## src/design/sum_over_threshold_penalty_macros.svh

```systemverilog
// Assertion macros shared by the threshold excess summer.
`ifndef SUM_OVER_THRESHOLD_PENALTY_MACROS_SVH
`define SUM_OVER_THRESHOLD_PENALTY_MACROS_SVH

// Same-cycle implication, disabled while reset is high.
`define SOTP_ASSERT_IMP(label, clk, rst, ante, cons, msg) \
  label: assert property (@(posedge clk) disable iff (rst) (ante) |-> (cons)) \
    else $error(msg);

// Next-cycle implication, disabled while reset is high.
`define SOTP_ASSERT_NXT(label, clk, rst, ante, cons, msg) \
  label: assert property (@(posedge clk) disable iff (rst) (ante) |=> (cons)) \
    else $error(msg);

`endif

```

## src/design/sotp_pkg.sv

```systemverilog
// Package: sizes, codes and control structs of the threshold excess summer.
`timescale 1ns / 1ps
package sotp_pkg;

  localparam int TABLE_DEPTH = 64;
  localparam int ADDR_W      = (TABLE_DEPTH > 1) ? $clog2(TABLE_DEPTH) : 1;
  localparam int CNT_W       = $clog2(TABLE_DEPTH + 1);

  localparam int VALUE_W     = 24;
  localparam int INDEX_W     = 6;
  localparam int COUNT_REG_W = 7;
  localparam int TERM_W      = 2 * VALUE_W;
  localparam int ACC_W       = 62;

  localparam int CFG_INDEX_W = 1;
  localparam int CFG_DATA_W  = COUNT_REG_W;
  localparam int IN_TDATA_W  = 32;
  localparam int OUT_TDATA_W = 64;

  localparam logic [CFG_INDEX_W-1:0] REG_SQUARE_MODE = 1'd0;
  localparam logic [CFG_INDEX_W-1:0] REG_ENTRY_COUNT = 1'd1;

  localparam logic [COUNT_REG_W-1:0] ENTRY_COUNT_RESET = 7'd64;

  typedef enum logic {
    OP_WRITE     = 1'b0,
    OP_THRESHOLD = 1'b1
  } opcode_t;

  // Control from the sequencer to the excess datapath.
  typedef struct packed {
    logic clear;
    logic issue;
    logic square;
  } walk_ctl_t;

  // Status back from the datapath.
  typedef struct packed {
    logic busy;
  } walk_sts_t;

endpackage

```

## src/design/sum_over_threshold_penalty.sv

```systemverilog
// Top level: threshold excess summer over a table of Q15.8 values.
//
// Input stream (s_axis): one beat is one command. tuser is the opcode
// (write a table entry or set the threshold); tdata carries the entry
// index and the signed Q15.8 value. Output stream (m_axis): one beat per
// command, the sum over entries 0..entry_count-1 of max(0, value - thr),
// each excess squared first when square_mode is set.
// Config port: cfg_we/cfg_index/cfg_data; the user must write it only
// while idle, the block itself does not enforce this. Table reads issue
// one per active entry starting the cycle after the accept, then the
// values pass the read/excess/square/add pipeline; counts above 64 act as
// 64. Reads go through the single table read port. One command at a time
// is in work: the next is taken once the previous result leaves the drain
// state. A finished result waits in the output register; the next command
// is taken meanwhile, and its result waits in the drain state until the
// receiver takes the older beat.
// Reset: table reads as zero (per-entry valid bits cleared), threshold
// zero, square_mode 0, entry_count 64. No clearing pass is needed.
`timescale 1ns / 1ps
module sum_over_threshold_penalty
  import sotp_pkg::*;
(
  input  logic                   clk,
  input  logic                   rst,
  // config write port
  input  logic                   cfg_we,
  input  logic [CFG_INDEX_W-1:0] cfg_index,
  input  logic [CFG_DATA_W-1:0]  cfg_data,
  // command stream
  input  logic                   s_axis_tvalid,
  output logic                   s_axis_tready,
  input  logic [IN_TDATA_W-1:0]  s_axis_tdata,  // entry_index[5:0], data_value[29:6], zero pad
  input  logic                   s_axis_tuser,  // opcode[0]
  // result stream
  output logic                   m_axis_tvalid,
  input  logic                   m_axis_tready,
  output logic [OUT_TDATA_W-1:0] m_axis_tdata   // total_penalty[61:0], zero pad
);

  `include "sum_over_threshold_penalty_macros.svh"

  typedef enum logic [2:0] {
    ST_IDLE  = 3'b001,
    ST_WALK  = 3'b010,
    ST_DRAIN = 3'b100
  } state_t;

  state_t state;
  state_t state_next;

  // config registers
  logic                   square_mode;
  logic [COUNT_REG_W-1:0] entry_count;

  // command fields
  opcode_t                in_op;
  logic [INDEX_W-1:0]     in_index;
  logic [VALUE_W-1:0]     in_value;
  logic                   in_accept;

  logic signed [VALUE_W-1:0] threshold;
  logic [TABLE_DEPTH-1:0]    entry_valid;
  logic [CNT_W-1:0]          active_cnt;
  logic [CNT_W-1:0]          walk_cnt;
  logic                      rd_ok;

  logic                   ram_we;
  logic [ADDR_W-1:0]      ram_waddr;
  logic [ADDR_W-1:0]      ram_raddr;
  logic [VALUE_W-1:0]     ram_rdata;

  walk_ctl_t              acc_ctl;
  walk_sts_t              acc_sts;
  logic [ACC_W-1:0]       acc_total;
  logic                   result_load;
  logic                   issue;

  assign in_op     = opcode_t'(s_axis_tuser);
  assign in_index  = s_axis_tdata[INDEX_W-1:0];
  assign in_value  = s_axis_tdata[INDEX_W+VALUE_W-1:INDEX_W];
  assign in_accept = s_axis_tvalid && s_axis_tready;
  assign s_axis_tready = (state == ST_IDLE);

  // config writes
  always_ff @(posedge clk) begin
    if (rst) begin
      square_mode <= 1'b0;
      entry_count <= ENTRY_COUNT_RESET;
    end else if (cfg_we) begin
      case (cfg_index)
        REG_SQUARE_MODE: square_mode <= cfg_data[0];
        REG_ENTRY_COUNT: entry_count <= cfg_data[COUNT_REG_W-1:0];
        default: ;
      endcase
    end
  end

  // Table write happens on the accept edge, before any read of the walk.
  assign ram_we    = in_accept && (in_op == OP_WRITE)
                     && (32'(in_index) < 32'(TABLE_DEPTH));
  assign ram_waddr = ADDR_W'(in_index);
  assign issue     = (state == ST_WALK) && (walk_cnt != active_cnt);
  assign ram_raddr = walk_cnt[ADDR_W-1:0];

  sotp_ram #(
    .DATA_W (VALUE_W),
    .DEPTH  (TABLE_DEPTH),
    .ADDR_W (ADDR_W)
  ) u_ram (
    .clk   (clk),
    .we    (ram_we),
    .waddr (ram_waddr),
    .wdata (in_value),
    .re    (issue),
    .raddr (ram_raddr),
    .rdata (ram_rdata)
  );

  always_ff @(posedge clk) begin
    if (rst) begin
      entry_valid <= '0;
      threshold   <= '0;
    end else if (in_accept) begin
      if (ram_we) begin
        entry_valid[ram_waddr] <= 1'b1;
      end
      if (in_op == OP_THRESHOLD) begin
        threshold <= $signed(in_value);
      end
    end
  end

  // valid bit travels with the registered read data
  always_ff @(posedge clk) begin
    if (issue) begin
      rd_ok <= entry_valid[ram_raddr];
    end
  end

  // sequencer
  assign result_load = (state == ST_DRAIN) && !acc_sts.busy
                       && (!m_axis_tvalid || m_axis_tready);

  always_comb begin
    state_next = state;
    case (state)
      ST_IDLE:  if (in_accept) state_next = ST_WALK;
      ST_WALK:  if (walk_cnt == active_cnt) state_next = ST_DRAIN;
      ST_DRAIN: if (result_load) state_next = ST_IDLE;
      default:  state_next = ST_IDLE;
    endcase
  end

  always_ff @(posedge clk) begin
    if (rst) begin
      state      <= ST_IDLE;
      walk_cnt   <= '0;
      active_cnt <= '0;
    end else begin
      state <= state_next;
      if (in_accept) begin
        walk_cnt   <= '0;
        // counts past the table depth saturate
        active_cnt <= (32'(entry_count) > 32'(TABLE_DEPTH)) ? CNT_W'(TABLE_DEPTH)
                                                            : CNT_W'(entry_count);
      end else if (issue) begin
        walk_cnt <= walk_cnt + 1'b1;
      end
    end
  end

  assign acc_ctl.clear  = in_accept;
  assign acc_ctl.issue  = issue;
  assign acc_ctl.square = square_mode;

  sotp_accum u_accum (
    .clk       (clk),
    .rst       (rst),
    .ctl       (acc_ctl),
    .rd_data   (ram_rdata),
    .rd_ok     (rd_ok),
    .threshold (threshold),
    .sts       (acc_sts),
    .total     (acc_total)
  );

  // output register
  always_ff @(posedge clk) begin
    if (rst) begin
      m_axis_tvalid <= 1'b0;
    end else if (result_load) begin
      m_axis_tvalid <= 1'b1;
    end else if (m_axis_tready) begin
      m_axis_tvalid <= 1'b0;
    end
  end

  always_ff @(posedge clk) begin
    if (result_load) begin
      m_axis_tdata <= OUT_TDATA_W'(acc_total);
    end
  end

  `SOTP_ASSERT_NXT(a_accept_blocks, clk, rst, in_accept, !s_axis_tready,
                   "command taken while another is in work")
  `SOTP_ASSERT_IMP(a_walk_bound, clk, rst, 1'b1, walk_cnt <= active_cnt,
                   "walk counter ran past the active entry count")
  `SOTP_ASSERT_IMP(a_result_after_drain, clk, rst, $rose(m_axis_tvalid),
                   $past(state == ST_DRAIN) && !$past(acc_sts.busy),
                   "result presented before the pipeline drained")

endmodule

```

## src/design/sotp_ram.sv

```systemverilog
// Generic single-write, single-read synchronous RAM with registered read data.
`timescale 1ns / 1ps
module sotp_ram #(
  parameter int DATA_W = 24,
  parameter int DEPTH  = 64,
  parameter int ADDR_W = (DEPTH > 1) ? $clog2(DEPTH) : 1
) (
  input  logic              clk,
  input  logic              we,
  input  logic [ADDR_W-1:0] waddr,
  input  logic [DATA_W-1:0] wdata,
  input  logic              re,
  input  logic [ADDR_W-1:0] raddr,
  output logic [DATA_W-1:0] rdata
);

  logic [DATA_W-1:0] mem [DEPTH];

  always_ff @(posedge clk) begin
    if (we) begin
      mem[waddr] <= wdata;
    end
  end

  always_ff @(posedge clk) begin
    if (re) begin
      rdata <= mem[raddr];
    end
  end

endmodule

```

## src/design/sotp_accum.sv

```systemverilog
// Excess datapath: subtract threshold, clamp, optional square, accumulate.
`timescale 1ns / 1ps
module sotp_accum
  import sotp_pkg::*;
(
  input  logic                      clk,
  input  logic                      rst,
  input  walk_ctl_t                 ctl,
  input  logic [VALUE_W-1:0]        rd_data,   // table word, registered, valid the cycle after issue
  input  logic                      rd_ok,     // entry written since reset
  input  logic signed [VALUE_W-1:0] threshold,
  output walk_sts_t                 sts,
  output logic [ACC_W-1:0]          total
);

  logic                      s1_valid;
  logic                      s2_valid;
  logic                      s3_valid;
  logic [VALUE_W-1:0]        excess;
  logic [TERM_W-1:0]         term;

  logic signed [VALUE_W-1:0] value_eff;
  logic signed [VALUE_W:0]   diff;

  // Unwritten entries read as zero.
  assign value_eff = rd_ok ? $signed(rd_data) : '0;
  assign diff      = {value_eff[VALUE_W-1], value_eff} - {threshold[VALUE_W-1], threshold};

  always_ff @(posedge clk) begin
    if (rst) begin
      s1_valid <= 1'b0;
      s2_valid <= 1'b0;
      s3_valid <= 1'b0;
    end else begin
      s1_valid <= ctl.issue;
      s2_valid <= s1_valid;
      s3_valid <= s2_valid;
    end
  end

  always_ff @(posedge clk) begin
    if (s1_valid) begin
      excess <= (diff > 0) ? diff[VALUE_W-1:0] : '0;
    end
    if (s2_valid) begin
      term <= ctl.square ? (TERM_W'(excess) * TERM_W'(excess)) : TERM_W'(excess);
    end
  end

  always_ff @(posedge clk) begin
    if (rst) begin
      total <= '0;
    end else if (ctl.clear) begin
      total <= '0;
    end else if (s3_valid) begin
      total <= total + ACC_W'(term);
    end
  end

  assign sts.busy = ctl.issue | s1_valid | s2_valid | s3_valid;

endmodule

```

## config.mk

```make
export PLATFORM = sky130hd
export DESIGN_NAME = sum_over_threshold_penalty
export DESIGN_NICKNAME = d
export VERILOG_FILES = /design/src/design/sotp_pkg.sv /design/src/design/sum_over_threshold_penalty.sv /design/src/design/sotp_ram.sv /design/src/design/sotp_accum.sv
export VERILOG_INCLUDE_DIRS = /design/src /design/src/design
export SDC_FILE = /design/constraint.sdc
export NUM_CORES = 2
export LEC_CHECK = 0
export BUFFER_PORTS_ARGS = -buffer_cell sky130_fd_sc_hd__buf_2
export CORE_ASPECT_RATIO = 1.4
export CORE_UTILIZATION = 40
export CTS_BUF_LIST = sky130_fd_sc_hd__clkbuf_2
export DETAILED_ROUTE_END_ITERATION = 10
export GPL_ROUTABILITY_DRIVEN = 0
export SYNTH_ARGS = -nofsm -noshare
export SYNTH_HDL_FRONTEND = slang
export SYNTH_SLANG_ARGS = --single-unit
export TNS_END_PERCENT = 5
```

## constraint.sdc

```tcl
create_clock -name clk -period 8.5 [get_ports clk]
set_input_delay 0.425 -clock clk [delete_from_list [all_inputs] [get_ports clk]]
set_output_delay 0.425 -clock clk [all_outputs]
set_load 0.02 [all_outputs]
```

After elaboration in Yosys (flattened, before gate mapping)
Memories as Yosys holds them, arrays and structs flattened. A register that Yosys moved wholly into a read port is not among the register bits.
Index checks and enable logic that the tools add are counted.

operators by class
  add/sub/neg operators = 3
  $mul = 1
  $lt $le $gt $ge = 5
  eq/ne operators = 8
  muxes and demuxes = 15
  bitwise logic cells = 6
  reduce and logical (&&, ||, !) cells = 16

operator list
  kind                   count
  $or A64 B64 Y64        1
  $add A62 B48 Y62       1
  $mul A24 B24 Y48       1
  $mux W24               2
  $gt A25 B1 Y1 const B  1
  $sub A24 B24 Y25       1
  $lt A6 B7 Y1 const B   2
  $mux W3                3
  $pmux W3 S3            1
  $reduce_and A2 Y1      4
  $add A7 B1 Y7 const B  1
  $eq A7 B7 Y1           1
  $gt A7 B7 Y1 const B   1
  $mux W7                1
  $ne A7 B7 Y1           1
  $bmux W1 S6            1
  $demux W1 S6           1
  $ge A6 B1 Y1 const B   1
  $logic_and A1 B1 Y1    6
  $mux W1                6
  $ne A2 B1 Y1 const B   2
  $eq A3 B1 Y1 const B   1
  $eq A3 B2 Y1 const B   1
  $eq A3 B3 Y1 const B   1
  other kinds (8)        12

word-level totals
  bits in registers = 314
  bits in writable memories = 1,536
  input port bits = 46
  output and inout bits = 66
  logic and storage cells = 72
  memories = 1

memory list
  name       depth  bits a word  rd ports  clocked after memory_dff  write ports  RTL line        source
  u_ram.mem  64     24           1         1                         1            sotp_ram.sv:17  logic [DATA_W-1:0] mem [DEPTH];

Logic depth before layout (Yosys ltp)
  depth after elaboration = 10
  mapped depth = 28
  mapped depth without buffers = 27

By module
Synthesis repeated with hierarchy kept, for this count alone.

second synthesis, totals
  cells, all modules = 6,009
  area, all modules = 91,566.6 µm²

by module, submodules not included
  module                      instances  cells an instance  area each (µm²)  sequential area each (µm²)
  sotp_ram                    1          2,610              59,535.8         46,844.9
  sotp_accum                  1          2,801              25,399.4         3,463.3
  sum_over_threshold_penalty  1          598                6,631.4          4,174.0

Least setup slack after synthesis
OpenSTA, ideal clock, no wires.

  path kind = register -> register
  from = register u_accum.excess[2]
  to = register u_accum.term[45] (data pin)
  setup time = 0.260 ns
  arrival time = 6.984 ns
  data required time = 8.240 ns
  slack = 1.255 ns
  cell stages (with the launch flop) = 29
  buffers on the path = 2
  period minus slack after synthesis = 7.245 ns
  cell sequence = edfxtp_1 -> clkbuf_1 -> clkbuf_1 -> nand2_1 -> fa_1 -> inv_1 -> fa_1 -> inv_1 -> fa_1 -> inv_1 -> fa_1 -> inv_1 -> fa_1 -> inv_1 -> fa_1 -> inv_1 -> fa_1 -> inv_1 -> ha_1 -> o21ai_0 -> a211o_1 -> o211ai_1 -> nand3_1 -> a21oi_1 -> o21ai_2 -> o31a_1 -> o311ai_0 -> a21oi_1 -> mux2i_1

between the ends
  word-level cells in the longest chain between the ends = 1

ends and longest elaborated chain
  item                    RTL line          source
  start, declared         sotp_accum.sv:19  logic [VALUE_W-1:0] excess;
  start signal, assigned  sotp_accum.sv:43  excess <= (diff > 0) ? diff[VALUE_W-1:0] : '0;
  $mul A24 B24 Y48        sotp_accum.sv:46  term <= ctl.square ? (TERM_W'(excess) * TERM_W'(excess)) : TERM_W'(excess);
  end signal, assigned    sotp_accum.sv:46
  end, declared           sotp_accum.sv:20  logic [TERM_W-1:0] term;

No other way between the ends.
A chain may end at the register's enable or synchronous reset.

Final worst setup path
  from = register u_accum.excess[4]
  to = register u_accum.term[45] (data pin)

The elaborated chain is that of the path after synthesis.

==> impl_metrics.json <==
{
  "startpoint": "u_accum.excess[4]$_SDFFCE_PP0P_",
  "crit_path_start_kind": "register",
  "cts.sinks": 1874,
  "synth_largest_area_cell": "edfxtp_1",
  "post_cts_resized": 0,
  "fin_crit_ps": 7966,
  "place_inst": 8675,
  "path_class": "register to register",
  "status": "complete, no violations",
  "critPathBufInv": 5,
  "cpMostUsedCell": "fa_1",
  "clk_latency_ps": 1610,
  "ys_types": 76,
  "worstReg2RegEnd": "u_accum.term[45]$_SDFFCE_PN0P_",
  "whs_ps": 205.4,
  "max_freq_mhz": 125.5,
  "vias": 50040,
  "antenna_left": 0,
  "syn2layout_area_growth_pct": 11.06,
  "synth_area_leaders": "edfxtp_1, mux4_2, fa_1",
  "critical_path.top_delay_family": "adder cells",
  "grt_pass1_vias": 54330,
  "worst_pin_slew_ps": 1232,
  "synth_ff_type": "edfxtp_1",
  "portBuffers": 107,
  "pin_count": 112,
  "wire_per_inst_um": 23.11,
  "max_stage_delay_ps": 820,
  "yosysMostFrequentCell": "edfxtp_1",
  "cts_root_buf": "clkbuf_2",
  "drive_above_1_share_pct": 23.50,
  "required_ps": 9760,
  "clockPowerShare_pct": 33.3,
  "synth_edf_count": 1695,
  "design.final.nets": 6940,
  "dieArea_um2": 229100,
  "cap_violations": 0,
  "wl_mm": 221.6,
  "cp-end-kind": "register",
  "numCtsBuffers": 433,
  "critPathSlowestCell": "edfxtp_1",
  "grt_max_degree": 135,
  "finClkSkew_ps": 171.2,
  "maxSlewViolCount": 0,
  "grt_pass1_wl_mm": 333.6,
  "drt_iter0_drc": 3235,
  "path_clk_slew_ps": 110,
  "core_um2": 225300,
  "fin_area_um2": 100900,
  "place_ws_ps": 613.3,
  "synthArstFlopShare_pct": 0,
  "ctsHtreeMaxLevel": 5,
  "netlist_instances": 5696,
  "rows": 206,
  "fin_util_pct": 44.80,
  "via_per_inst": 5.217,
  "path_cells": "buf_4, and2_1, fa_1, fa_1, fa_1, inv_1, fa_1, inv_1, fa_1, fa_1, inv_1, fa_1, inv_1, ha_1, nand2_1, a211o_1, o211ai_1, nand3_1, a21oi_1, o21ai_2, o31a_1, o311ai_0, a21oi_1, mux2i_1",
  "synthesis.area_um2": 90880,
  "worst_r2r_startpoint": "u_accum.excess[4]$_SDFFCE_PP0P_",
  "drc": 0,
  "fin_total_pwr_mw": 17.06,
  "peakVddDrop_mv": 0.1468,
  "netlist_top_cells_count": "edfxtp_1, inv_1, mux4_2",
  "fp.dieW_um": 404.8,
  "start_util_pct": 40.34,
  "cts_tree": "yes",
  "cp_max_fo": 14,
  "ys_warn_count": 0,
  "p_per_area_nw_per_um2": 169.0,
  "dieHeight_um": 566.0,
  "fin_cells": 9592,
  "grtUsageTotal_pct": 19.48,
  "yosysSeqAreaShare_pct": 59.95,
  "setup_viol": 0,
  "cts_buffer_depth": 4,
  "p_int_mw": 12.69,
  "rrSetupSlack_ps": 530,
  "p_sw_share_pct": 25.59,
  "critPathCapture": "u_accum.term[45]$_SDFFCE_PN0P_",
  "postPlaceCellArea_um2": 95610,
  "fillers": 20230,
  "drt_first_pass_iters": 5,
  "setup_ws_ps": 534.3,
  "cp.depth": 24,
  "p_comb_share_pct": 7.7,
  "total_leakage_power_nw": 36.52,
  "final.setup.tns_ps": 0,
  "antenna_found_initial": 15,
  "max_slew_margin_pct": 17.70,
  "hold_viol": 0,
  "ff2ff_path_depth": 24,
  "yosysTopAreaCellShare_pct": 56.01,
  "power.switching_mw": 4.365,
  "critPathArrivalTime_ps": 9220,
  "hp-class": "input port to register",
  "avgSynthCellArea_um2": 15.95,
  "fin_crit_sh_pct": 93.71,
  "share_seq_of_total_power_pct": 59.0,
  "ys_seq_elements": 1874,
  "grt-ovfl-total": 0,
  "rsz0062_at_grt": "no",
  "dp_hpwl_mm": 140.6
}
==> worst reg2reg max path: cells and delay by family (launching register included) <==
family | cells | cell delay (ps)
multiplexers | 1 | 140
adder cells (fa/ha/maj) | 8 | 3810
AO/OA/AOI/OAI | 7 | 1960
AND/OR/NAND/NOR | 3 | 420
flip-flops | 1 | 820
buffers and inverters | 5 | 540
==> routing by layer <==
layer | global-route usage (%) | up-vias | part of all wire [%]
met4 | 6.608 | 14 | 2.9
met5 | 0 | - | 0.041
met3 | 2.978 | 399 | 5.0
met2 | 35.33 | 1448 | 53
met1 | 23.36 | 25910 | 39
li1 | - | 22270 | -
==> registers in the layout (all words and copies together), names as in the netlist, 3 cells and up <==
signal          flops
u_accum.term       48
u_ram.rdata        24
walk_cnt            7
m_axis_tdata       62
active_cnt          7
entry_count         7
u_accum.total      62
u_accum.excess     24
threshold          24
state               3
u_ram.mem        1536
entry_valid        64
==> final cells by class <==
cell class / instances / area (µm²) / share of cell area, %
Multi-Input combinational cell: 2913 / 33430 / 33.12
Clock buffer: 653 / 3268 / 3.238
Antenna cell: 5 / 12.51 / 0.01240
Inverter: 655 / 2459 / 2.436
Tap cell: 3016 / 3774 / 3.739
Clock inverter: 134 / 664.4 / 0.6583
Timing Repair Buffer: 342 / 2823 / 2.797
Sequential cell: 1874 / 54500 / 54.00
==> timing repair <==
item,CTS,global route
buffers inserted,0,0
hold endpoints to repair,2680,0
hold buffers,125,0
endpoints found under the setup margin,0,0
==> kinds of logic (layout without fill, tap and decap cells) <==
group / Yosys count / after routing / synth area share [%]
DFF: 1874 / 1874 / 59.95
xor gates and xnor gates: 119 / 119 / 1.147
adders and majority gates: 675 / 675 / 12.80
muxes: 569 / 569 / 13.51
and+or+nand+nor: 1068 / 1068 / 5.496
other: 1 / 7 / 0.004127
AOI/OAI and AO/OA: 480 / 480 / 3.320
buffers and inverters: 910 / 1784 / 3.772
==> power groups by stage <==
stage          Clock [mW]  Combinational (mW)  Sequential, mW
6_report             5.69                1.32            10.1
5_1_grt              6.30                1.47            10.1
4_1_cts              5.89                1.32            10.1
3_5_place_dp            0                1.25            10.3
3_3_place_gp            0                1.24            10.3
2_1_floorplan           0               0.842            10.3
==> layout by cell type (no fill, tap or decap), drive strengths merged, types with 15 or more instances in the layout <==
cell type	netlist	final
mux2i	32	32
and2	157	157
dlygate4sd3	0	113
edfxtp	1695	1695
a211oi	17	17
nor3	24	24
xnor2	68	68
nand3	45	45
a21o	76	76
o21ai	85	85
ha	251	251
nor2	355	355
buf	55	229
nand2	327	327
nand4	30	30
nand2b	19	19
xor2	51	51
clkinv	0	118
o21a	15	15
dfxtp	179	179
and3	17	17
mux4	525	525
nor2b	28	28
or3	17	17
o21bai	23	23
clkbuf	200	653
inv	655	664
a21oi	180	180
fa	424	424
==> how the worst min path moves through the flow <==
stage,startpoint,endpoint,slack [ps],cells past startpoint
4_1_cts,s_axis_tdata[23],u_ram.mem[53][17]$_DFFE_PP_,6,2
3_3_place_gp,threshold[22]$_SDFFE_PP0P_,threshold[22]$_SDFFE_PP0P_,440,2
3_5_place_dp,threshold[14]$_SDFFE_PP0P_,threshold[14]$_SDFFE_PP0P_,450,2
5_1_grt,s_axis_tdata[23],u_ram.mem[54][17]$_DFFE_PP_,100,2
2_1_floorplan,u_accum.total[61]$_SDFFE_PP0P_,m_axis_tdata[61]$_DFFE_PP_,430,0
6_report,s_axis_tdata[23],u_ram.mem[57][17]$_DFFE_PP_,210,2
Power figures use the tool's default switching activity.
